## src/hdl/assert_macros.svh

```systemverilog
// Assertion macros used by the top level RTL file of the grid point transform.
`ifndef ASSERT_MACROS_SVH
`define ASSERT_MACROS_SVH

// Clocked assertion, off while reset is high.
`define ASSERT_CLK(lbl, prop, msg) \
   lbl: assert property (@(posedge clock) disable iff (reset) prop) else $error(msg);

// Clocked assertion that also holds across reset.
`define ASSERT_CLK_ALWAYS(lbl, prop, msg) \
   lbl: assert property (@(posedge clock) prop) else $error(msg);

`endif

```

## src/hdl/gprt_pkg.sv

```systemverilog
// Shared types and constants of the grid point transform.
package gprt_pkg;

   // Fraction bits dropped by each rounding step (Q.22 down to Q.8).
   localparam int FracBits  = 14;
   localparam int RoundBias = 8192;

   // Queue between front and back.
   localparam int FifoDepth   = 4;
   localparam int FifoPtrBits = 2;
   localparam int FifoCntBits = 3;

   // Signed Q24.8 limits.
   localparam logic [31:0] Q24Max = 32'h7FFF_FFFF;
   localparam logic [31:0] Q24Min = 32'h8000_0000;

   // Register reset values.
   localparam logic [15:0] SquareSizeReset = 16'd256;
   localparam logic [15:0] RotWReset       = 16'd16384;

   typedef enum logic [2:0] {
      RegSquareSize = 3'd0,
      RegRotW       = 3'd1,
      RegRotX       = 3'd2,
      RegRotY       = 3'd3,
      RegRotZ       = 3'd4,
      RegShiftX     = 3'd5,
      RegShiftY     = 3'd6,
      RegShiftZ     = 3'd7
   } csr_index_type;

   typedef struct packed {
      logic        [15:0] square_size;
      logic signed [15:0] rot_w;
      logic signed [15:0] rot_x;
      logic signed [15:0] rot_y;
      logic signed [15:0] rot_z;
      logic signed [31:0] shift_x;
      logic signed [31:0] shift_y;
      logic signed [31:0] shift_z;
   } cfg_type;

   typedef struct packed {
      logic full;
      logic empty;
   } fifo_status_type;

endpackage

```

## src/hdl/gprt_front.sv

```systemverilog
// Front end: takes grid indices and scales them into flat board points.
module gprt_front #(
   parameter int GRID_INDEX_BITS = 8
) (
   input  logic                           clock,
   input  logic                           reset,
   input  logic                           req_tvalid,
   output logic                           req_tready,
   input  logic [GRID_INDEX_BITS-1:0]     grid_col,
   input  logic [GRID_INDEX_BITS-1:0]     grid_row,
   input  logic [15:0]                    square_size,
   input  gprt_pkg::fifo_status_type      fifo_status,
   output logic                           push,
   output logic [2*(GRID_INDEX_BITS+16)-1:0] push_data
);
   localparam int PxW = GRID_INDEX_BITS + 16;

   logic                       hold_vld_ff, hold_vld_in;
   logic [GRID_INDEX_BITS-1:0] col_ff, row_ff;
   logic [PxW-1:0]             px, py;

   assign req_tready = !hold_vld_ff || !fifo_status.full;
   assign push       = hold_vld_ff && !fifo_status.full;

   always_comb begin
      hold_vld_in = hold_vld_ff;
      if (req_tvalid && req_tready) begin
         hold_vld_in = 1'b1;
      end else if (push) begin
         hold_vld_in = 1'b0;
      end
   end

   always_ff @(posedge clock) begin
      if (reset) begin
         hold_vld_ff <= 1'b0;
      end else begin
         hold_vld_ff <= hold_vld_in;
      end
   end

   always_ff @(posedge clock) begin
      if (req_tvalid && req_tready) begin
         col_ff <= grid_col;
         row_ff <= grid_row;
      end
   end

   // exact unsigned Q.8 board coordinates
   assign px = PxW'(col_ff) * PxW'(square_size);
   assign py = PxW'(row_ff) * PxW'(square_size);

   assign push_data = {py, px};

endmodule

```

## config.mk

```make
export PLATFORM = sky130hd
export DESIGN_NAME = gprt_front
export DESIGN_NICKNAME = d
export VERILOG_FILES = /design/src/hdl/assert_macros.svh /design/src/hdl/gprt_pkg.sv /design/src/hdl/gprt_front.sv
export SDC_FILE = /design/constraint.sdc
export NUM_CORES = 1
export LEC_CHECK = 0
export ABC_AREA = 1
export BUFFER_PORTS_ARGS = -buffer_cell sky130_fd_sc_hd__buf_2
export CAP_MARGIN = 30
export CELL_PAD_IN_SITES_DETAIL_PLACEMENT = 0
export CELL_PAD_IN_SITES_GLOBAL_PLACEMENT = 1
export CORE_MARGIN = 5
export CORE_UTILIZATION = 46
export CTS_BUF_LIST = sky130_fd_sc_hd__clkbuf_8
export DETAILED_ROUTE_END_ITERATION = 16
export GPL_TIMING_DRIVEN = 0
export PLACE_DENSITY_LB_ADDON = 0.3
export SLEW_MARGIN = 40
export SYNTH_ARGS = -nofsm -noshare
export SYNTH_HDL_FRONTEND = slang
export SYNTH_SLANG_ARGS = --single-unit
```

## constraint.sdc

```tcl
create_clock -name clock -period 11.6 [get_ports clock]
set_clock_uncertainty 0.1 [all_clocks]
set_input_delay 3.48 -clock clock [delete_from_list [all_inputs] [get_ports clock]]
set_output_delay 3.48 -clock clock [all_outputs]
set_load 0.01 [all_outputs]
```

Word level (Yosys, flattened, before mapping)
Cells that the tools add are included.
{ "totals": {"ff_bits": 17, "latch_bits": 0, "mem_bits_rw": 0, "rom_bits": 0, "output_inout_bits": 50, "memories": 0} }
{ "classes": {"add_sub_neg": 0, "n_mul": 2, "n_div": 0, "order_cmp": 0, "eq_ne": 0, "n_shift": 0, "n_mux": 2, "bitwise": 0, "reduce_logical": 6} }
{ "ops": {"columns": ["cell", "n"], "rows": [
  ["$mul 8x16->24", 2],
  ["$logic_and 1x1->1", 2],
  ["$logic_not 1->1", 2],
  ["$mux 1", 2],
  ["$reduce_bool 2->1", 1],
  ["$logic_or 1x1->1", 1]
]} }

Longest topological paths before layout
Gate-level depths: netlist of run 1.
{ "depth": {"word_depth": 4, "ltp_mapped": 23} }

Worst setup path after synthesis of run 1
OpenSTA, ideal clock, no wires.
{ "synth_timing": {"path_type": "input-to-output", "startpoint": "input square_size[15]", "endpoint": "output push_data[42]", "t_arrival_ns": 7.171, "required_time_ns": 8.020, "setup_slack_ns": 0.849, "stages": 19, "path_buffers": 2, "cell_sequence": "clkbuf_1 -> clkbuf_1 -> nand2_1 -> fa_1 -> fa_1 -> inv_1 -> fa_1 -> inv_1 -> fa_1 -> inv_1 -> ha_1 -> nand2_1 -> nor2_1 -> inv_1 -> nor3_1 -> nand2_1 -> nand2_1 -> nand2_1 -> nand2_1"} }
{ "synth_between": {"elab_chain_len": 1} }
{ "synth_rtl": {"columns": ["element", "line_no", "source"], "rows": [
  ["from (decl)", "gprt_front.sv:11", "input logic [15:0] square_size,"],
  ["$mul 8x16->24", "gprt_front.sv:51", "assign py = PxW'(row_ff) * PxW'(square_size);"],
  ["to (decl)", "gprt_front.sv:14", "output logic [2*(GRID_INDEX_BITS+16)-1:0] push_data"]
]} }
Every way passes these cells.

Final worst setup path of run 1
{ "layout_timing": {"startpoint": "input square_size[10]", "endpoint": "output push_data[45]"} }
Same word-level chain as after synthesis.

==> impl_metrics.tcl, run 1 <==
set metrics [dict create \
    cts.sinks 17 \
    place_hpwl_mm 22.23 \
    drv_slew 0 \
    die_x_um 156.2 \
    place_inst 1832 \
    max_slew_margin_pct 57.81 \
    track_usage_pct 21.48 \
    final_nets 1855 \
    final_util_pct 50.49 \
    grt_max_degree 17 \
    fin_area_mm2 0.01061 \
    grt_pass1_vias 8715 \
    crit_family "adder cells" \
    layout.cells.non_filler 1836 \
    core_area_mm2 0.02102 \
    finalCritPeriodShare_pct 98.48 \
    drt-total-wl_mm 25.38 \
    syn_area_mm2 0.009838 \
    ios 87 \
    synth-edff-count 16 \
    grt-ovfl-total 0 \
    synth_cells 1488 \
    post-cts-setup-buffer-count 0 \
    setup_violations 0 \
    cts_tree "done" \
    vias 8460 \
    peakVddDrop_mv 0.1701 \
    status "finished, final reports clean" \
    drt_pass1_iterations 5 \
    ys_warn_count 0 \
    nFillCells 2197 \
    cts_hold_buf 0 \
    cp_max_fo 10 \
    io_buffers 69 \
    critPathLaunchType "input pin" \
    die_y_um 156.2 \
    dpl_cell_area_mm2 0.01053 \
    grt_first_pass_wirelength_mm 42.44 \
    antenna_cells 0 \
    clock_path_buffers 2 \
    pre_cts_ws_ps -113.3 \
    critPathMaxStageDelay_ps 510 \
    drive_gt1_share_pct 7.111 \
    syn_nets 1781 \
    critPathSlowestCell "fa_1" \
    insertion_delay_ps 250 \
    worst_ep_arrival_time_ps 7840 \
    viasPerCell 4.608 \
    critPathKind "input pin to output pin" \
    initial_core_util_pct 46.80 \
    hold_viol 0 \
    hp-class "flip-flop to flip-flop" \
    tightest_slew_ps 632.9 \
    seqCellArea_um2 500.5 \
    clk_transition_reported_paths_ps 60 \
    rsz0062_at_grt "no" \
    period_needed_ps 11420 \
    cts_buffers 3 \
    synthToLayoutAreaGrowth_pct 7.873 \
    critPathRequiredTime_ps 8020 \
    antenna_found_initial 0 \
    ys_seq_elements 17 \
    drcViolationCount 0 \
    dieArea_mm2 0.02441 \
    synth_top_flop_cell "edfxtp_1" \
    drt_iter0_markers 399 \
    tns_ps 0 \
    wire_per_inst_um 13.82 \
    row_count 53 \
    hold_slack_ps 429.5 \
    end_kind "output pin" \
    cap_violations 0 \
    seq_area_frac_synth_pct 5.087 \
    path_buf_inv 7 \
    p_leak_nw 7.318 \
    crit_top_cell "nand2_1" \
    place_congestion 0.8802 \
    final_cell_mix "497 x inv_1, 476 x nand2_1, 168 x fa_1, 88 x ha_1, 71 x buf_2" \
    power_density_mw_per_mm2 211.2 \
    syn_avg_cell_area_um2 6.612 \
    yosysUniqueCellTypes 24 \
    power.total_mw 2.242 \
    setup_slack_ps 175.8 \
    multi_input_area_mm2 0.007243 \
    ant_nets 0 \
    cts_max_level 1 \
    layout_commonest_cell "inv_1" \
    cp_cell_sequence "clkbuf_1, clkbuf_2, nand2_1, inv_1, fa_1, fa_1, fa_1, inv_1, fa_1, inv_1, ha_1, nand2_1, inv_1, a21oi_1, nand3_1, nand2_1, nand2_1, nand2_1, nand2_1, buf_2" \
    cts_root_buffer "clkbuf_8" \
    max_freq_mhz 87.53 \
    async_reset_ff_share_pct 0 \
]
-- cell usage after synthesis, types with 2 or more instances --
cell type | count | share of area (%)
o21bai_1 | 8 | 0.61
clkbuf_1 | 64 | 2.4
inv_1 | 496 | 19
nand4_1 | 4 | 0.25
nor3_1 | 11 | 0.56
nand3_1 | 40 | 2.0
xnor2_1 | 6 | 0.53
ha_1 | 88 | 11
edfxtp_1 | 16 | 4.9
fa_1 | 168 | 34
nand2_1 | 476 | 18
and2_1 | 3 | 0.19
nor2_1 | 45 | 1.7
a21oi_1 | 26 | 1.3
o21ai_1 | 2 | 0.10
nand2_2 | 7 | 0.45
nand3_2 | 3 | 0.31
nor2_2 | 6 | 0.38
xor2_1 | 14 | 1.2
-- kinds of logic (layout without fill, tap and decap cells) --
logic type / Yosys count / in the layout / share of synthesized area [%]
adders and majority gates: 256 / 256 / 45.38
and+or+nand+nor: 598 / 598 / 24.32
DFF: 17 / 17 / 5.087
buffers and inverters: 561 / 634 / 21.40
xor gates and xnor gates: 20 / 20 / 1.781
AOI/OAI and AO/OA: 36 / 36 / 2.035
-- per-layer routing --
metal	vias to the layer above	GRT usage [%]	routed length, µm
met5	-	0	0
met4	0	5.289	696
met3	39	1.991	909
met2	160	41.31	13610
met1	3981	25.62	10170
li1	4280	-	-
-- state kept, by name (all words and copies together), names as in the netlist --
signal,cells
hold_vld_ff,1
row_ff,8
col_ff,8
-- final timing paths --
path                                               start                        to  slack (ps)  cells past startpoint
worst max-delay path                     square_size[10]             push_data[45]         180                     20
worst min-delay path            hold_vld_ff$_SDFFE_PP0P_  hold_vld_ff$_SDFFE_PP0P_         430                      2
worst max register to register  hold_vld_ff$_SDFFE_PP0P_       col_ff[2]$_DFFE_PP_       10350                      1
worst min register to register  hold_vld_ff$_SDFFE_PP0P_  hold_vld_ff$_SDFFE_PP0P_         430                      2
-- where the power goes --
| group | internal, mW | switching, mW |
|---|---|---|
| Sequential | 0.0714 | 0.00104 |
| Combinational | 0.797 | 1.33 |
| Clock | 0.0234 | 0.0178 |
-- repair_timing --
action,4_1_cts,5_1_grt
setup endpoints to repair,15,28
gates resized for setup,7,30
hold endpoints to repair,0,0
-- final cells by class --
class,instances,share of cell area [%]
clock buffer,3,0.3891
buffer,64,2.535
tap,275,3.242
timing repair buffer,69,3.254
inverter,497,17.58
clock inverter,1,0.03537
sequential,17,4.716
multi-input combinational,910,68.25
Power figures use the tool's default switching activity.
==> run 2, diff against run 1 <==
--- a/config.mk
+++ b/config.mk
@@ -10,6 +10,7 @@
 export CAP_MARGIN = 30
 export CELL_PAD_IN_SITES_DETAIL_PLACEMENT = 0
 export CELL_PAD_IN_SITES_GLOBAL_PLACEMENT = 1
+export CORE_ASPECT_RATIO = 1.25
 export CORE_MARGIN = 5
 export CORE_UTILIZATION = 46
 export CTS_BUF_LIST = sky130_fd_sc_hd__clkbuf_8
==> impl_metrics.tcl, run 2 (synthesis gave the netlist of run 1 again) <==
set metrics [dict create \
    drt_pass1_iterations 5 \
    hold_viol 0 \
    hold_slack_ps 426.6 \
    die_y_um 173.5 \
    seq_power_share_pct 3.2 \
    setup_violations 0 \
    r2r_end "row_ff[0]$_DFFE_PP_" \
    cap_violations 0 \
    io_buffers 69 \
    finalCritPeriodShare_pct 97.93 \
    place_hpwl_mm 23.51 \
    cts_buffers 3 \
    die_x_um 140.8 \
    max_slew_margin_pct 59.82 \
    max_freq_mhz 88.03 \
    cts.sinks 17 \
    ant_nets 0 \
    hp-class "flip-flop to flip-flop" \
    layout.cells.non_filler 1835 \
    final_cell_mix "497 x inv_1, 476 x nand2_1, 168 x fa_1, 88 x ha_1, 72 x buf_2" \
    worst_ep_arrival_time_ps 7780 \
    place_inst 1831 \
    cts_root_buffer "clkbuf_8" \
    drv_slew 0 \
    post_cts_resized 8 \
    layout_commonest_cell "inv_1" \
    row_count 59 \
    track_usage_pct 22.68 \
    p_clk_share_pct 1.9 \
    clk_transition_reported_paths_ps 60 \
    critPathLaunchType "input pin" \
    grt_pass1_vias 9203 \
    clock_path_buffers 2 \
    end_kind "output pin" \
    synthToLayoutAreaGrowth_pct 7.986 \
    power_density_mw_per_mm2 213.4 \
    core_area_mm2 0.02097 \
    cts_tree "done" \
    grt-ovfl-total 0 \
    drcViolationCount 0 \
    final_nets 1855 \
    comb_power_share_pct 94.9 \
    vias 8620 \
    antenna_found_initial 0 \
    post-cts-setup-buffer-count 0 \
    tightest_slew_ps 602.7 \
    status "finished, final reports clean" \
    reg2reg_depth 1 \
    dieArea_mm2 0.02443 \
    initial_core_util_pct 46.93 \
    multi_input_area_mm2 0.007243 \
    cts_hold_buf 0 \
    cp_max_fo 10 \
    ios 87 \
    r2r_slack_ps 10330 \
    drt-total-wl_mm 26.90 \
    crit_end "push_data[43]" \
    setup_slack_ps 240.2 \
    grt_max_degree 17 \
    period_needed_ps 11360 \
    critPathKind "input pin to output pin" \
    nFillCells 2217 \
    internal-power_mw 0.8983 \
    antenna_cells 0 \
    place_congestion 0.9341 \
    insertion_delay_ps 250 \
    p_leak_nw 7.325 \
    top_regs "col_ff x8, row_ff x8, hold_vld_ff x1" \
    pre_cts_ws_ps -338.9 \
    timing.rr.start "hold_vld_ff$_SDFFE_PP0P_" \
    netSwitchingFraction_pct 60.38 \
    drive_gt1_share_pct 7.239 \
    p_sw_mw 1.369 \
    drt_iter0_markers 302 \
    cts_max_level 1 \
    wire_per_inst_um 14.66 \
    peakVddDrop_mv 0.1912 \
    grt_first_pass_wirelength_mm 44.79 \
    seqCellArea_um2 500.5 \
    critPathRequiredTime_ps 8020 \
    viasPerCell 4.698 \
    crit_path_start "square_size[10]" \
    power.total_mw 2.267 \
]
==> run 2: cell count changes in the layout (fill, tap and decap cells not counted), sizes merged <==
cell,delta
clkbuf,-2
buf,+2
==> run 2: worst min path at each step <==
stage          depth (start not counted)                      from                        to  slack (ps)
6_report                               2  hold_vld_ff$_SDFFE_PP0P_  hold_vld_ff$_SDFFE_PP0P_         430
5_1_grt                                2  hold_vld_ff$_SDFFE_PP0P_  hold_vld_ff$_SDFFE_PP0P_         450
4_1_cts                                2  hold_vld_ff$_SDFFE_PP0P_  hold_vld_ff$_SDFFE_PP0P_         400
3_5_place_dp                           2  hold_vld_ff$_SDFFE_PP0P_  hold_vld_ff$_SDFFE_PP0P_         390
3_3_place_gp                           2  hold_vld_ff$_SDFFE_PP0P_  hold_vld_ff$_SDFFE_PP0P_         370
2_1_floorplan                          2  hold_vld_ff$_SDFFE_PP0P_  hold_vld_ff$_SDFFE_PP0P_         430
==> run 2: per-layer routing <==
layer  wire length, µm  up-vias  global-route usage [%]
met5                 0        -                       0
met4              1558        0                   10.46
met3               652       77                  0.9106
met2             14810      176                   45.09
met1              9881     4091                   24.12
li1                  -     4276                       -
==> run 2: layout make-up <==
type,count,share of cell area (%)
Timing Repair Buffer,69,3.251
Sequential cell,17,4.711
Tap cell,274,3.227
Multi-Input combinational cell,910,68.18
Clock buffer,3,0.3886
Buffer,64,2.650
Inverter,497,17.56
Clock inverter,1,0.03533
==> run 2: worst max-delay path, stage by stage <==
cell and delay, ps:
clkbuf_1 330, clkbuf_4 350, nand2_1 70, inv_1 80, fa_1 440, fa_1 520
fa_1 500, inv_1 50, fa_1 530, inv_1 60, ha_1 350, a21oi_1 290
and2_1 250, nor2_1 60, nor2_1 120, nand2_1 70, nand2_1 50, nand2_1 40
buf_2 130
==> run 2: metrics by stage <==
stage	TNS, ps	util, %	area [µm²]
global placement	-2089	50.21	10530
floorplan	0	-	9838
global route	-8.145	50.67	10620
finish	0	50.67	10620
detailed placement	-2622	50.23	10530
CTS	0	50.49	10590
==> run 2: power groups by stage <==
stage	Combinational (mW)	Sequential, mW	Clock (mW)
after floorplan	1.53	0.0734	0
after global placement	2.16	0.0737	0
after detailed placement	2.18	0.0738	0
after CTS	2.19	0.0725	0.0438
after global routing	2.46	0.0727	0.0471
final	2.15	0.0725	0.0430
==> run 3, diff against run 2 <==
--- a/config.mk
+++ b/config.mk
@@ -16,6 +16,7 @@
 export CTS_BUF_LIST = sky130_fd_sc_hd__clkbuf_8
 export DETAILED_ROUTE_END_ITERATION = 16
 export GPL_TIMING_DRIVEN = 0
+export MAX_ROUTING_LAYER = met4
 export PLACE_DENSITY_LB_ADDON = 0.3
 export SLEW_MARGIN = 40
 export SYNTH_ARGS = -nofsm -noshare
==> impl_metrics.tcl, run 3 (synthesis gave the netlist of run 1 again) <==
set metrics [dict create \
    status "finished, final reports clean" \
    nFillCells 2257 \
    ant_nets 0 \
    antenna_found_initial 0 \
    crit_top_cell "nand2_1" \
    critPathRequiredTime_ps 8020 \
    power_density_mw_per_mm2 213.9 \
    pre_cts_ws_ps -337.2 \
    synthToLayoutAreaGrowth_pct 7.949 \
    p_leak_nw 7.322 \
    cts_root_buffer "clkbuf_8" \
    final_nets 1855 \
    drcViolationCount 0 \
    drt_iter0_markers 313 \
    grt_pass1_vias 9063 \
    worst_ep_arrival_time_ps 7730 \
    grt-ovfl-total 0 \
    clk_transition_reported_paths_ps 60 \
    critPathKind "input pin to output pin" \
    track_usage_pct 22.91 \
    critPathSlowestCell "fa_1" \
    wire_per_inst_um 14.43 \
    setup_violations 0 \
    cts_buffers 3 \
    initial_core_util_pct 46.93 \
    insertion_delay_ps 240 \
    peakVddDrop_mv 0.1976 \
    setup_slack_ps 289.1 \
    drive_gt1_share_pct 7.175 \
    end_kind "output pin" \
    vias 8501 \
    die_x_um 140.8 \
    cts_max_level 1 \
    viasPerCell 4.633 \
    clock_path_buffers 2 \
    layout_commonest_cell "inv_1" \
    ios 87 \
    drv_slew 0 \
    cts.sinks 17 \
    hp-class "flip-flop to flip-flop" \
    dieArea_mm2 0.02443 \
    antenna_cells 0 \
    cts_tree "done" \
    cp_max_fo 10 \
    max_freq_mhz 88.41 \
    max_slew_margin_pct 59.12 \
    final_cell_mix "497 x inv_1, 476 x nand2_1, 168 x fa_1, 88 x ha_1, 71 x buf_2" \
    place_congestion 0.9317 \
    critPathLaunchType "input pin" \
    grt_max_degree 17 \
    drt_pass1_iterations 4 \
    rsz0062_at_grt "no" \
    layout.cells.non_filler 1835 \
    tightest_slew_ps 613.2 \
    critPathMaxStageDelay_ps 520 \
    row_count 59 \
    place_hpwl_mm 23.38 \
    die_y_um 173.5 \
    grt_first_pass_wirelength_mm 43.90 \
    post-cts-setup-buffer-count 0 \
    top_regs "col_ff x8, row_ff x8, hold_vld_ff x1" \
    period_needed_ps 11310 \
    core_area_mm2 0.02097 \
    hold_viol 0 \
    cap_violations 0 \
    io_buffers 69 \
    drt-total-wl_mm 26.48 \
    cts_hold_buf 0 \
    place_inst 1831 \
    finalCritPeriodShare_pct 97.51 \
    cp_cell_sequence "clkbuf_1, buf_2, nand2_1, inv_1, fa_1, fa_1, fa_1, inv_1, fa_1, inv_1, ha_1, nand2_1, inv_1, a21oi_1, nand3_1, nand2_1, nand2_1, nand2_1, nand2_1, buf_2" \
]
==> run 3: cell count changes in the layout (fill, tap and decap cells not counted) <==
cell	previous run	this run
clkbuf_4	5	4
clkbuf_2	12	13
buf_2	72	71
clkbuf_1	43	44
==> run 3: final timing paths <==
kind	start	end	depth (start not counted)	slack, ps
worst min register to register	hold_vld_ff$_SDFFE_PP0P_	hold_vld_ff$_SDFFE_PP0P_	2	420
worst max register to register	hold_vld_ff$_SDFFE_PP0P_	row_ff[4]$_DFFE_PP_	1	10340
worst min-delay path	hold_vld_ff$_SDFFE_PP0P_	hold_vld_ff$_SDFFE_PP0P_	2	420
worst max-delay path	square_size[8]	push_data[45]	20	290
==> run 3: timing repair <==
| item | in CTS | in global routing |
|---|---|---|
| pin swaps | 0 | 0 |
| gates resized for setup | 7 | 39 |
| endpoints found under the setup margin | 16 | 28 |
==> run 3: through the flow <==
stage	setup TNS (ps)	utilization, %	area [µm²]	hold WS, ps	total power [mW]
5_1_grt	0	50.66	10620	453.6	2.588
4_1_cts	0	50.48	10580	400.8	2.308
6_report	0	50.66	10620	420.4	2.271
3_3_place_gp	-2078	50.21	10530	368.2	2.239
3_5_place_dp	-2949	50.23	10530	392.3	2.255
2_1_floorplan	0	-	9838	427.9	1.604
==> run 3: power by group <==
group / internal, mW / total, mW / switching (mW)
registers: 0.0714 / 0.0726 / 0.00115
logic: 0.805 / 2.16 / 1.35
clock network: 0.0234 / 0.0416 / 0.0181
==> run 3: final cells by class <==
| class | instances | area (µm²) | area share, % |
|---|---|---|---|
| Multi-Input combinational cell | 910 | 7243 | 68.20 |
| Inverter | 497 | 1866 | 17.57 |
| Sequential cell | 17 | 500.5 | 4.713 |
| Timing Repair Buffer | 69 | 345.3 | 3.252 |
| Tap cell | 274 | 342.8 | 3.228 |
| Buffer | 64 | 277.8 | 2.615 |
| Clock buffer | 3 | 41.29 | 0.3888 |
| Clock inverter | 1 | 3.754 | 0.03534 |
==> run 3: worst max-delay path, delay by kind of cell <==
| family | cells | cell delay [ps] |
|---|---|---|
| compound gates | 1 | 180 |
| fa+ha+maj | 5 | 2320 |
| buf+inv | 7 | 1060 |
| simple gates | 7 | 670 |
==> run 3: layer usage <==
layer	vias to the layer above	global-route usage [%]	share of wire [%]
li1	4280	-	-
met1	4005	23.76	37
met2	147	44.25	55
met3	69	0.6898	2.0
met4	0	10.34	5.5
met5	-	-	0
