## config.mk

```make
export PLATFORM = sky130hd
export DESIGN_NAME = gprt_fifo
export DESIGN_NICKNAME = d
export VERILOG_FILES = /design/src/hdl/assert_macros.svh /design/src/hdl/gprt_pkg.sv /design/src/hdl/gprt_fifo.sv
export SDC_FILE = /design/constraint.sdc
export NUM_CORES = 1
export LEC_CHECK = 0
export BUFFER_PORTS_ARGS = -buffer_cell sky130_fd_sc_hd__buf_2
export CAP_MARGIN = 20
export CORE_MARGIN = 10
export CORE_UTILIZATION = 50
export DETAILED_ROUTE_END_ITERATION = 10
export PLACE_DENSITY = 0.71
export SLEW_MARGIN = 5
export SYNTH_ARGS = -nofsm -noshare
export SYNTH_HDL_FRONTEND = slang
export SYNTH_SLANG_ARGS = --single-unit
```

## constraint.sdc

```tcl
create_clock -name clock -period 3.33 [get_ports clock]
set_input_delay 0.333 -clock clock [delete_from_list [all_inputs] [get_ports clock]]
set_output_delay 0.333 -clock clock [all_outputs]
set_load 0.02 [all_outputs]
```

## src/hdl/assert_macros.svh

```systemverilog
// Assertion macros used by the top level RTL file of the grid point transform.
`ifndef ASSERT_MACROS_SVH
`define ASSERT_MACROS_SVH

// Clocked assertion, off while reset is high.
`define ASSERT_CLK(lbl, prop, msg) \
   lbl: assert property (@(posedge clock) disable iff (reset) prop) else $error(msg);

// Clocked assertion that also holds across reset.
`define ASSERT_CLK_ALWAYS(lbl, prop, msg) \
   lbl: assert property (@(posedge clock) prop) else $error(msg);

`endif

```

## src/hdl/gprt_pkg.sv

```systemverilog
// Shared types and constants of the grid point transform.
package gprt_pkg;

   // Fraction bits dropped by each rounding step (Q.22 down to Q.8).
   localparam int FracBits  = 14;
   localparam int RoundBias = 8192;

   // Queue between front and back.
   localparam int FifoDepth   = 4;
   localparam int FifoPtrBits = 2;
   localparam int FifoCntBits = 3;

   // Signed Q24.8 limits.
   localparam logic [31:0] Q24Max = 32'h7FFF_FFFF;
   localparam logic [31:0] Q24Min = 32'h8000_0000;

   // Register reset values.
   localparam logic [15:0] SquareSizeReset = 16'd256;
   localparam logic [15:0] RotWReset       = 16'd16384;

   typedef enum logic [2:0] {
      RegSquareSize = 3'd0,
      RegRotW       = 3'd1,
      RegRotX       = 3'd2,
      RegRotY       = 3'd3,
      RegRotZ       = 3'd4,
      RegShiftX     = 3'd5,
      RegShiftY     = 3'd6,
      RegShiftZ     = 3'd7
   } csr_index_type;

   typedef struct packed {
      logic        [15:0] square_size;
      logic signed [15:0] rot_w;
      logic signed [15:0] rot_x;
      logic signed [15:0] rot_y;
      logic signed [15:0] rot_z;
      logic signed [31:0] shift_x;
      logic signed [31:0] shift_y;
      logic signed [31:0] shift_z;
   } cfg_type;

   typedef struct packed {
      logic full;
      logic empty;
   } fifo_status_type;

endpackage

```

## src/hdl/gprt_fifo.sv

```systemverilog
// Short queue of flat board points between front and back.
module gprt_fifo #(
   parameter int DATA_BITS = 48
) (
   input  logic                      clock,
   input  logic                      reset,
   input  logic                      push,
   input  logic [DATA_BITS-1:0]      push_data,
   input  logic                      pop,
   output logic [DATA_BITS-1:0]      pop_data,
   output gprt_pkg::fifo_status_type status
);
   logic [DATA_BITS-1:0]             mem_ff [gprt_pkg::FifoDepth];
   logic [gprt_pkg::FifoPtrBits-1:0] wr_ptr_ff, wr_ptr_in;
   logic [gprt_pkg::FifoPtrBits-1:0] rd_ptr_ff, rd_ptr_in;
   logic [gprt_pkg::FifoCntBits-1:0] count_ff, count_in;

   assign status.full  = (count_ff == gprt_pkg::FifoCntBits'(gprt_pkg::FifoDepth));
   assign status.empty = (count_ff == '0);
   assign pop_data     = mem_ff[rd_ptr_ff];

   always_comb begin
      wr_ptr_in = push ? wr_ptr_ff + 1'b1 : wr_ptr_ff;
      rd_ptr_in = pop  ? rd_ptr_ff + 1'b1 : rd_ptr_ff;
      count_in  = count_ff;
      if (push && !pop) begin
         count_in = count_ff + 1'b1;
      end else if (pop && !push) begin
         count_in = count_ff - 1'b1;
      end
   end

   always_ff @(posedge clock) begin
      if (reset) begin
         wr_ptr_ff <= '0;
         rd_ptr_ff <= '0;
         count_ff  <= '0;
      end else begin
         wr_ptr_ff <= wr_ptr_in;
         rd_ptr_ff <= rd_ptr_in;
         count_ff  <= count_in;
      end
   end

   always_ff @(posedge clock) begin
      if (push) begin
         mem_ff[wr_ptr_ff] <= push_data;
      end
   end

endmodule

```

## Word level (Yosys, flattened, before mapping)

Memory sizes are Yosys's and may differ from the RTL's. A register that Yosys moved wholly into a read port is not among the register bits.
Index checks and enable logic that the tools add are counted.
W data, S select, Z words.

| operators by class | value |
|---|---|
| add/sub/neg operators | 4 |
| mux-type cells | 6 |
| eq/ne operators | 1 |
| reductions and logical operators | 6 |

Operators with widths:

| cell | number |
|---|---|
| $mux W3 | 2 |
| $add A2 B1 Y2 const B | 2 |
| $mux W2 | 2 |
| $add A3 B1 Y3 const B | 1 |
| $eq A3 B3 Y1 const B | 1 |
| $logic_not A3 Y1 | 1 |
| $sub A3 B1 Y3 const B | 1 |
| $logic_and A1 B1 Y1 | 2 |
| $logic_not A1 Y1 | 2 |
| $mux W1 | 2 |
| $reduce_bool A2 Y1 | 1 |

| storage, ports and cells | value |
|---|---|
| word-level logic and storage cells | 21 |
| bits of input ports | 52 |
| bits in registers | 7 |
| RAM bits | 192 |
| memories kept | 1 |

Memory list:

| memory | depth | width | rd ports | clocked after Yosys merged registers in | wr ports | line | text |
|---|---|---|---|---|---|---|---|
| mem_ff | 4 | 48 | 1 | 1 | 1 | gprt_fifo.sv:13 | `logic [DATA_BITS-1:0] mem_ff [gprt_pkg::FifoDepth];` |

## Depth between registers and ports, before layout

Gate-level depths: netlist of run 1.

| logic depth | value |
|---|---|
| depth after elaboration | 4 |
| depth in mapped cells | 7 |
| mapped depth without buffers | 7 |

## Worst setup path after synthesis of run 1

OpenSTA, ideal clock, no wires.

| timing path | value |
|---|---|
| kind | register to register |
| start | register wr_ptr_ff[0] (netlist bit) |
| end | memory mem_ff[2][0], enable pin |
| clock period less this slack | 2.100 ns |
| stages on the path, launching flop included | 4 |
| data required time | 2.920 ns |
| path slack | 1.230 ns |
| data arrival time | 1.690 ns |
| library setup time | 0.410 ns |
| cells stage by stage | dfxtp_1 > inv_1 > ha_1 > and2_1 |

RTL lines:

| item | line | text |
|---|---|---|
| start: declaration | gprt_fifo.sv:14 | `logic [gprt_pkg::FifoPtrBits-1:0] wr_ptr_ff, wr_ptr_in;` |
| start signal: assignment | gprt_fifo.sv:39 | `wr_ptr_ff <= wr_ptr_in;` |
| end: declaration | gprt_fifo.sv:13 |  |

Straight into the memory's write port.

==> results.md, run 1 <==
Detailed routing:
- The detailed-route wire length is approximately 13000 um.
- The first TritonRoute pass finished after 4 iterations.
- In the routed design, unresolved DRC markers number 0.
- Dividing the detail-routed wire length by the instance count gives about 22 um.
- The count of nets left with antenna violations once routing finished came out at 0.
- Across all layers, the routed design uses approximately 3300 vias.
- The starting DRC count in detailed routing is approximately 230.
- Dividing the detail-routed via count by the number of cells gives 5.476.

Logic synthesis:
- Ranked by total cell area, the synthesized netlist is headed by edfxtp_1 78%, mux4_2 15%, dfxtp_1 2.5%.
- In the synthesized netlist the async set-or-reset flop fraction comes to 0%.
- Averaged over all synthesized cells, the footprint is roughly 25 um^2.
- The synthesized design contains approximately 190 enable-type register cells.
- The net count after synthesis is about 350.
- Sequential cells were found to cover around 80% of the synthesized design area.
- During synthesis, Yosys emitted a total of 0 warnings.
- The cell type with the largest total area after synthesis is edfxtp_1.
- Synthesis inferred between 200 and 250 register bits.
- The leading register cell type out of synthesis is edfxtp_1.
- In the synthesized netlist, the number of instances is between 200 and 300.
- Yosys mapped the design onto 21 distinct sky130hd cell types.
- The mapped netlist covers between 0.007 and 0.008 mm^2.
- The share of the synthesized area in the top cell type is 78.47%.

Timing:
- Based on the critical path, the design can be clocked at up to 383.7 MHz.
- The final hold violation count is 0.
- For the pin with the worst max-slew slack, the measured transition is just over 0.8 ns.
- Headroom to the max-slew limit came out at 46.20%.
- Of the available clock period, the critical path in the final layout requires around four fifths.
- Setup repair after global routing left no endpoint under its margin.
- Setup violations remaining at the end of the flow were counted as 0.
- The setup skew after layout is ~0.0097 ns.
- The clock period minus final worst setup slack is 2.606 ns.
- In the final timing run, aggregate negative setup slack is 0 ns.
- The final-report max-slew violation count is 0.

CTS:
- The number of clock sinks is 201.
- Post-CTS timing repair inserted 0 buffers for setup.
- No sink is reached through more buffers than the 3 on the longest clock path.
- The tree is rooted in a clkbuf_16.
- Buffers inserted during clock tree synthesis total 21.
- In this run the number of H-tree levels came out at 1.
- TritonCTS built the clock tree.
- The quantity of hold-fixing buffers added after cts is 0.
- The latest clock arrival within the worst-skew pair is around 0.48 ns.
- The number of gates resized after CTS was 0.
- The clock slew at the register clock pins of the worst setup and hold paths is 0.06 ns.

Run status:
- The run finished with clean final reports.

Floorplanning:
- The boundary pin count is around 100.
- The die is around 140 um wide.
- Measured along the y axis, the die boundary spans ~140 um.
- The initial core utilization is 50.74%.
- The site row count is 44.
- The region available for standard cell placement spans between 0.01 and 0.015 mm^2.
- The die covers 0.01994 mm^2.

Layout:
- In the final layout, the multi-input gates occupy 0.001316 mm^2.
- The layout has ~1000 filler cells.
- The cell area after layout is ~0.0087 mm^2.
- In the final design database the tool counted between 400 and 500 nets.
- The commonest non-fill, non-tap cell in the layout is edfxtp_1.
- 0 antenna diodes ended up in the layout.
- Relative to the synthesized area, the layout overhead comes to 18.60%.
- Cells fill 60.18% of the core in the end.
- The top cell types in the final layout, fill and taps aside, are 192 x edfxtp_1, 101 x buf_2, 48 x mux4_2.
- The proportion of layout cells with a drive suffix above 1 is between 40% and 50%.
- In the final layout, flip-flops and latches occupy 0.005951 mm^2.

Worst setup path:
- Along the worst path, the maximum fanout reaches 27.
- The worst flop-to-flop path startpoint is wr_ptr_ff[0].
- The reg-to-reg critical path endpoint is mem_ff[0][8].
- The worst reg-to-reg setup slack is roughly 1.5 ns.
- The worst setup path is launched from a flop.
- The critical path required time is approximately 3.0 ns.
- The number of cells on the worst reg-to-reg path is 4.
- The nature of the critical path endpoint is an output pin.
- The data arrival at the endpoint of the critical path is around 2.3 ns.
- The critical path class is flop to output pin.

Global routing:
- Global routing finished with a remaining overflow of 0.
- The via count of the first global-routing pass is between 3000 and 4000.
- In the global route stage, overall resource usage came out at a little over an eighth.
- The number of antenna violations at the first check in global routing is 1.
- The wire length of the first global-routing pass is between 20000 and 25000 um.
- The pin count of the biggest net entering global routing is 43.

Placed design:
- Input and output buffers added on the ports amount to slightly above 100.
- The placed wire-length estimate after detailed placement is 8443 um.
- The congestion estimate from routability-driven global placement came to approximately 0.7.
- The cell area after placement is 0.008103 mm^2.

Power:
- Dividing total power by cell area gives a power density of 644.1 mW/mm^2.
- The worst-case IR drop observed on VDD is between 0.3 and 0.4 mV.
- For this design the static power due to leakage is 2.970 nW.

Hold path:
- Counting instances, the worst hold path has a depth of 1.
- In this run the most critical hold path is launched from push_data[45].
- The endpoint of the worst hold-timing path is mem_ff[1][45].
- The path type of the worst min-delay path is primary input to flop.

Job:
- The max-capacitance violation count is 0.
==> worst max path at each step <==
stage              endpoint  slack [ns]  cells past startpoint
6_report       pop_data[34]        0.72                      3
5_1_grt        pop_data[34]        0.56                      3
4_1_cts        pop_data[34]        0.64                      3
3_5_place_dp   pop_data[34]        1.17                      3
3_3_place_gp   pop_data[34]        1.17                      3
2_1_floorplan  mem_ff[2][0]        1.23                      3
==> layer usage <==
| metal | up-vias | global-route usage (%) | wire length (um) |
|---|---|---|---|
| li1 | 1478 | - | - |
| met1 | 1735 | 17.26 | 5485 |
| met2 | 113 | 21.08 | 6536 |
| met3 | 18 | 4.300 | 1136 |
| met4 | 2 | 3.207 | 180 |
| met5 | - | 0 | 10 |
==> flip-flops by register name, summed over array words and instances (netlist names), named ones only <==
| register | flops |
|---|---|
| rd_ptr_ff | 2 |
| wr_ptr_ff | 2 |
| mem_ff | 192 |
| count_ff | 3 |
==> logic make-up after synthesis <==
logic type	synth area share [%]
flops	80.93
mux	14.99
buf+inv	1.226
simple gates	1.005
fa+ha+maj	1.124
xor+xnor	0.5962
compound gates	0.1361
==> final cells by class <==
class / instances / area share [%]
well taps: 184 / 2.642
flip-flops and latches: 201 / 68.29
repair buffers: 109 / 6.778
clock inverters: 7 / 0.4451
clock buffers: 28 / 6.562
inverters: 4 / 0.1723
multi-input cells: 78 / 15.11
==> Yosys cell counts, drive strengths merged (2+ instances only) <==
master,n
edfxtp,192
ha,5
buf,8
xnor2,2
inv,4
mux4,48
mux2i,2
and2,4
clkbuf,3
dfxtp,9
xor2,3
nor2,7
==> where the power goes <==
| group | switching, mW | total, mW | leakage, nW | internal (mW) |
|---|---|---|---|---|
| logic | 0.335 | 0.587 | 0.835 | 0.253 |
| clock network | 0.857 | 2.06 | 0.295 | 1.20 |
| registers | 0.0653 | 2.97 | 1.84 | 2.90 |
| total | 1.26 | 5.61 | 2.97 | 4.36 |
==> stage by stage <==
| stage | hold WS (ns) | std cells | power (mW) | worst slack [ns] |
|---|---|---|---|---|
| 3_3_place_gp | 0.4772 | 576 | 3.604 | 1.173 |
| 2_1_floorplan | 0.4319 | 294 | 3.390 | 1.230 |
| 6_report | 0.07167 | 611 | 5.612 | 0.7240 |
| 3_5_place_dp | 0.5088 | 576 | 3.624 | 1.169 |
| 5_1_grt | 0.04799 | 611 | 5.849 | 0.5621 |
| 4_1_cts | 0.05154 | 611 | 5.689 | 0.6424 |
==> worst max-delay path: stages, from the launching register on <==
cell	delay (ns)
dfxtp_4	0.73
buf_12	0.30
mux4_2	0.58
buf_2	0.19
Note: power is estimated with default switching activity, not from simulation.
==> run 2, diff against run 1 <==
--- a/config.mk
+++ b/config.mk
@@ -5,12 +5,13 @@
 export SDC_FILE = /design/constraint.sdc
 export NUM_CORES = 1
 export LEC_CHECK = 0
+export ABC_AREA = 1
 export BUFFER_PORTS_ARGS = -buffer_cell sky130_fd_sc_hd__buf_2
 export CAP_MARGIN = 20
 export CORE_MARGIN = 10
 export CORE_UTILIZATION = 50
 export DETAILED_ROUTE_END_ITERATION = 10
-export PLACE_DENSITY = 0.71
+export PLACE_DENSITY = 0.73
 export SLEW_MARGIN = 5
 export SYNTH_ARGS = -nofsm -noshare
 export SYNTH_HDL_FRONTEND = slang
==> constraint.sdc (replaced) <==
create_clock -name clock -period 2.1 [get_ports clock]
set_input_delay 0.21 -clock clock [delete_from_list [all_inputs] [get_ports clock]]
set_output_delay 0.21 -clock clock [all_outputs]
set_load 0.02 [all_outputs]
==> results.md, run 2 <==
Run status:
- The flow ran to the end, and the final reports show no timing, DRC or antenna violations.

Worst setup path:
- Traced cell by cell, the critical path runs through inv_16, buf_16, o21ai_0, o22ai_1, buf_4.
- Along the worst path, the maximum fanout reaches 37.
- The critical path is of the flop to output pin type.
- The worst reg-to-reg setup slack is roughly 0.73 ns.
- STA puts the critical path data arrival time at roughly 1.8 ns.
- The critical-path cell with the highest stage delay is dfxtp_4.
- Data on the critical path is required at its endpoint by 1.89 ns.
- The delay of the slowest cell on the worst path is ~0.42 ns.
- Counting cells, the worst reg-to-reg path comes to 5.
- The type of origin of the critical path is a flop.
- STA classifies the critical path endpoint as an output pin.

Global routing:
- The met2 routing resource usage after global routing is between 20% and 30%.
- Global routing used between 10% and 20% of the available met1 tracks.
- Entering global routing, the biggest net connects between 40 and 50 pins.
- In this run the most used layer during global routing was met2.
- The first global-routing pass estimated 25840 um of wire.
- The via count of the first global-routing pass is around 5000.
- Global routing used between 15 and 20% of the available tracks.
- The remaining global-route overflow is 0.
- The number of antenna violations at the first check in global routing is 1.
- The met3 usage in global routing is approximately 4.4%.

Layout:
- The top cell types in the final layout, fill and taps aside, are 192 x edfxtp_1, 100 x buf_2, 92 x nor2_1, 92 x o21ai_0, 49 x dlygate4sd3_1.
- The final standard cell count with taps included and fillers excluded is 884.
- The layout overhead on the synthesized area is 25.31%.
- The register with the most flip-flops in the layout has between 150 and 200 of them.
- In the final layout, the share of cells above drive strength 1 is between 20% and 30%.
- The largest registers in the layout are mem_ff (192), count_ff (3).
- The commonest non-fill, non-tap cell in the layout is edfxtp_1.
- The largest register by flop count is mem_ff.
- The number of nets in the final layout is roughly 740.

CTS:
- Counting the buffers created by CTS gives 20.
- The maximum count of clock buffers along a single path is 3.
- The clock slew at the register clock pins of the worst setup and hold paths is 0.06 ns.
- CTS built an H-tree with a depth of 1.
- The clock tree from TritonCTS is yes.
- The root buffer cell is clkbuf_16.
- The latest clock arrival within the worst-skew pair is ~0.47 ns.
- The number of clock sinks is between 200 and 250.

Logic synthesis:
- Among all flip-flop cells after synthesis, the most frequent one is edfxtp_1.
- The number of nets in the synthesized netlist is ~580.
- The mapped netlist covers approximately 0.0076 mm^2.
- The count of warnings emitted by yosys is 0.
- The top cell type by area accounts for between 70% and 80% of the synthesized area.
- The commonest cells after synthesis are 192 x edfxtp_1, 92 x nor2_1, 92 x o21ai_0.
- The most common cell in the synthesized netlist is edfxtp_1.
- Of all cell types, the one taking the most synthesized area is edfxtp_1.
- The number of distinct standard cells referenced by the synthesized netlist is 25.
- Synthesis inferred approximately 200 register bits.
- After synthesis, flip-flops and latches occupy between 70% and 80% of the total area.
- The number of flops mapped to enable cells by yosys is ~190.
- By area the synthesized netlist is led by edfxtp_1 76%, o21ai_0 6.0%, nor2_1 4.5%.
- The average instance in the mapped netlist occupies between 10 and 15 um^2.
- The synthesized instance count is 523.
- The async set or reset register ratio after synthesis is 0%.

Timing:
- Setup violations remaining at the end of the flow were counted as 0.
- The portion of the clock cycle consumed by the worst path in the final layout is a little over nine tenths.
- The final-report max-slew violation count is 0.
- Setup repair after global routing could not meet its margin everywhere.
- For this run, the top clock speed supported by timing is about 500 MHz.
- At the pin with the least slew margin, the transition time is slightly above 0.3 ns.
- Final hold analysis gives a worst-case slack of 0.07496 ns.
- The clock period minus final worst setup slack is slightly above 2 ns.
- The headroom to the max-slew limit is a little under 80%.
- The final hold violation count is 0.
- Between clock sinks in the finished design, the worst skew comes to 0.008283 ns.

Detailed routing:
- In the routed design, unresolved DRC markers number 0.
- Detailed routing inserted a total of around 4700 vias.
- The first TritonRoute pass finished after 5 iterations.
- The wire length per cell after detailed routing is approximately 19 um.
- After detailed routing, the total wire length is approximately 17000 um.
- In the routed layout, each cell is associated on average with a via count of 5.362.
- The residual antenna-violating net count after detailed routing is 0.
- The starting DRC count in detailed routing is 361.

Placed design:
- The placed wire-length estimate after detailed placement is 9561 um.
- Routability-driven placement finished with a final weighted congestion of roughly 0.73.
- Port buffering added ~100 buffers.
- After detailed placement, the design holds a cell count of around 800.

Floorplanning:
- The die is between 100 and 150 um wide.
- The die span in y is around 140 um.
- The area inside the core boundary is between 0.015 and 0.02 mm^2.
- The boundary pin count is about 100.
- The initial core utilization is about 50%.
- Row generation in the floorplan step produced 45 rows.
- The die covers 0.02058 mm^2.

Hold path:
- The worst hold path belongs to the class primary input to flop.
- Counting instances, the worst hold path has a depth of 3.

Job:
- The max-capacitance violation count is 0.

Power:
- The highest ir drop seen on vdd is 0.5231 mV.
- The leakage power is between 3 and 4 nW.
- Dividing total power by cell area gives a power density of between 900 and 1000 mW/mm^2.
## run 2: stage by stage
stage	utilization (%)	TNS [ns]	setup slack, ns	power, mW	area [um^2]
after floorplan	-	0	0.1703	5.292	7622
after global placement	55.02	0	0.4545	5.617	8303
after detailed placement	55.02	0	0.4005	5.660	8303
after CTS	62.99	0	0.03319	9.396	9505
after global routing	63.28	-0.05841	-0.02892	9.701	9549
final	63.30	0	0.06888	9.322	9552
## run 2: area by class of cell
type / count / area (um^2)
antenna: 1 / 2.502
clock inverter: 11 / 150.1
clock buffer: 25 / 540.5
multi-input combinational: 274 / 1375
inverter: 17 / 80.08
timing repair buffer: 167 / 1215
fill: 1140 / 5538
sequential: 201 / 5953
tap: 188 / 235.2
## run 2: what timing repair did
action,CTS,global route
hold buffers,49,0
setup endpoints to repair,30,16
gates resized for setup,4,7
endpoints found under the hold margin,193,0
setup buffers,1,2
pin swaps,0,1
## run 2: logic make-up after synthesis
logic type      share of synthesized area, %
fa+ha+maj                              1.083
buf+inv                                3.956
flops                                  78.00
compound gates                         10.77
simple gates                           6.073
xor+xnor                              0.1149
## run 2: worst paths after layout
| path | from | end |
|---|---|---|
| worst max-delay path | flop | pop_data[7] |
| worst min-delay path | pop | rd_ptr_ff[0] |
| worst max register to register | wr_ptr_ff[0] | mem_ff[0][23] |
| worst min register to register | rd_ptr_ff[1] | flop |
## run 2: per-layer routing
layer  part of all wire [%]  wire, um
met1                     42      6921
met2                     51      8383
met3                    6.4      1060
met4                   0.84       138
met5                      0         0
## run 2: worst max-delay path, delay by kind of cell (launching register included)
family,cells,cell delay (ns)
AO/OA/AOI/OAI,2,0.33
flip-flops,1,0.42
buffers and inverters,3,0.55
## run 2: power by group
group	switching, mW	internal (mW)	total (mW)
combinational	0.656	0.361	1.02
sequential	0.0626	4.58	4.64
clock	1.36	2.31	3.67
==> run 3, diff against run 2 <==
--- a/config.mk
+++ b/config.mk
@@ -12,6 +12,7 @@
 export CORE_UTILIZATION = 50
 export DETAILED_ROUTE_END_ITERATION = 10
 export PLACE_DENSITY = 0.73
+export REMOVE_ABC_BUFFERS = 1
 export SLEW_MARGIN = 5
 export SYNTH_ARGS = -nofsm -noshare
 export SYNTH_HDL_FRONTEND = slang
==> results.md, run 3 (synthesis results as in run 2) <==
Layout:
- The largest register by flop count is mem_ff.
- Leaving out fill and tap cells, the most frequent cells in the layout are 192 x edfxtp_1, 101 x buf_2, 92 x nor2_1, 92 x o21ai_0, 49 x dlygate4sd3_1.
- Across the whole layout, storage elements account for 0.005951 mm^2.
- The largest registers in the layout are mem_ff (192), count_ff (3).
- The area of combinational cells with multiple inputs is around 0.0014 mm^2.
- The layout overhead on the synthesized area is 24.46%.
- The number of nets in the final layout is roughly 740.
- The proportion of layout cells with a drive suffix above 1 is 23.12%.
- The final design utilization is a little over three fifths.
- The commonest non-fill, non-tap cell in the layout is edfxtp_1.
- The layout has approximately 1100 filler cells.
- The cell area after layout is approximately 0.0095 mm^2.
- The register with the most flip-flops in the layout has approximately 190 of them.

Worst setup path:
- The critical path required time is around 1.9 ns.
- The worst setup path is captured at an output pin.
- The worst register-to-register path ends at mem_ff[3][22].
- The worst flop-to-flop path startpoint is wr_ptr_ff[1].
- In this run the worst path has a maximum fanout of between 40 and 50.
- STA classifies the critical path startpoint as a flop.
- The data arrival at the endpoint of the critical path is approximately 1.8 ns.
- The endpoint of the worst setup timing path is pop_data[4].
- The worst register-to-register path has a setup slack of 0.66 ns.
- The number of cells on the worst reg-to-reg path is 4.
- The worst setup path is of the flop to output pin kind.

Global routing:
- The pin count of the biggest net entering global routing is 97.
- The wire length of the first global-routing pass is between 20000 and 30000 um.
- The via count of the first global-routing pass was 4914.
- The combined global-route utilization of all metal layers is between 15 and 20%.
- The remaining global-route overflow is 0.
- The number of antenna violations at the first check in global routing is 1.

Timing:
- Setup repair after global routing left no endpoint under its margin.
- The number of setup violations in the final report is 0.
- The sum of negative setup slack is 0 ns.
- The headroom to the max-slew limit is between 60% and 70%.
- The slew at the pin with the worst max-slew slack is around 0.5 ns.
- The worst hold slack across all endpoints is roughly 0.082 ns.
- The final hold violation count is 0.
- The clock period minus final worst setup slack is ~2.0 ns.
- Of the available clock period, the critical path in the final layout requires between 90 and 100%.
- Setup slack closes at 0.1000 ns.
- The final-report max-slew violation count was 0.
- The setup skew after layout is roughly 0.011 ns.
- The maximum clock frequency is around 500 MHz.

Detailed routing:
- For this block, the initial DRC count from the detailed router was around 300.
- After detailed routing, the average wire length per cell comes to roughly 19 um.
- In this run the remaining antenna-violating nets after routing total 0.
- The post-route DRC violation count is 0.
- The total number of vias is approximately 4800.
- After detailed routing, the number of vias per cell comes to 5.486.
- Summed over all layers, the routed wires come to between 15000 and 20000 um.
- The number of search-and-repair iterations in the first detailed-routing pass is 4.

CTS:
- Buffers inserted during clock tree synthesis total 20.
- The number of H-tree branching levels is 1.
- The number of clock sinks is 201.
- The maximum count of clock buffers along a single path is 3.
- The buffer count from post-CTS setup fixing is 0.
- The root buffer cell is clkbuf_16.
- The latest clock arrival within the worst-skew pair is between 0.4 and 0.5 ns.
- The clock slew at the register clock pins of the worst setup and hold paths is ~0.060 ns.
- The clock tree from TritonCTS is yes.

Placed design:
- The cell area after placement is 0.008288 mm^2.
- At the end of routability-driven placement, the weighted congestion stood at roughly 0.75.
- The worst setup slack after placement is 0.4491 ns.
- The placed wire-length estimate after detailed placement is 9291 um.
- Input and output buffers added on the ports amount to slightly above 100.

Floorplanning:
- The die is roughly 140 um wide.
- The area inside the core boundary is 0.01509 mm^2.
- The site row count is 45.
- In this run the vertical extent of the chip is between 100 and 150 um.
- 102 I/O pins were placed.
- The initial core utilization is between 50% and 60%.
- The overall die area is 0.02058 mm^2.

Power:
- The power per standard cell area is between 900 and 1000 mW/mm^2.
- The leakage power is about 3.4 nW.
- The logic gate share of total power is 11.6%.
- The worst-case IR drop observed on VDD is between 0.5 and 0.6 mV.
- The switching share of total power is a little under a quarter.
- The relative contribution of sequential cells to total power is ~52%.
- Summed over all nets, the switching power comes to roughly 2.1 mW.
- The fraction of power consumed by the clock network is a little under two fifths.
- Cell internal power was estimated by the tool at 6.886 mW.

Run status:
- The flow ran to the end, and the final reports show no timing, DRC or antenna violations.

Hold path:
- The startpoint of the lowest-slack hold path is pop.
- The tightest min-delay check is of the primary input to flop type.

Job:
- The max-capacitance violation count is 0.
==> run 3: cell types whose count changed in the layout (fill, tap and decap cells not counted), sizes merged <==
cell | previous run | this run
buf | 118 | 113
clkinv | 7 | 8
bufinv | 4 | 1
clkinvlp | 0 | 2
clkbuf | 25 | 27
==> run 3: through the flow <==
step,total power [mW],std cells
3_3_place_gp,5.620,793
6_report,8.995,881
2_1_floorplan,5.232,492
5_1_grt,9.342,880
3_5_place_dp,5.655,793
4_1_cts,9.040,878
==> run 3: how the worst min path moves through the flow <==
stage	cells past startpoint	slack, ns	endpoint
detailed placement	2	0.39	count_ff[0]
CTS	4	0.06	flop
global route	3	0.11	flop
global placement	2	0.38	count_ff[0]
floorplan	1	0.28	count_ff[0]
finish	3	0.08	flop
==> run 3: area by class of cell <==
cell class                 count  share of cell area, %
inverter                      17                 0.8705
timing repair buffer         164                  12.87
clock buffer                  25                  5.698
tap                          188                  2.480
antenna                        1                0.02638
clock inverter                11                 0.8309
multi-input combinational    274                  14.49
sequential                   201                  62.73
==> run 3: what timing repair did <==
item	CTS	global route
endpoints found under the hold margin	193	0
pin swaps	0	1
gates cloned	0	2
endpoints found under the setup margin	18	31
gates resized for setup	4	6
hold buffers	49	0
==> run 3: critical path, cell delays in order (launching register included) <==
cell and delay [ns]:
dfxtp_2 0.37, buf_8 0.29, o21ai_0 0.14, o22ai_1 0.28, buf_2 0.22
==> run 3: power by group through the flow <==
stage	clock, mW	combinational [mW]	sequential [mW]
final	3.32	1.04	4.63
after detailed placement	0	0.945	4.71
after floorplan	0	0.497	4.73
after global routing	3.56	1.14	4.64
after CTS	3.39	1.03	4.63
after global placement	0	0.919	4.70
==> run 3: layer usage <==
metal  vias to the layer above  part of all wire (%)  global-route usage [%]
met5                         -                 0.042                       0
li1                       2258                     -                       -
met1                      2386                    41                   18.93
met4                         2                   1.8                   4.621
met3                        30                   7.5                   4.125
met2                       157                    49                   26.12
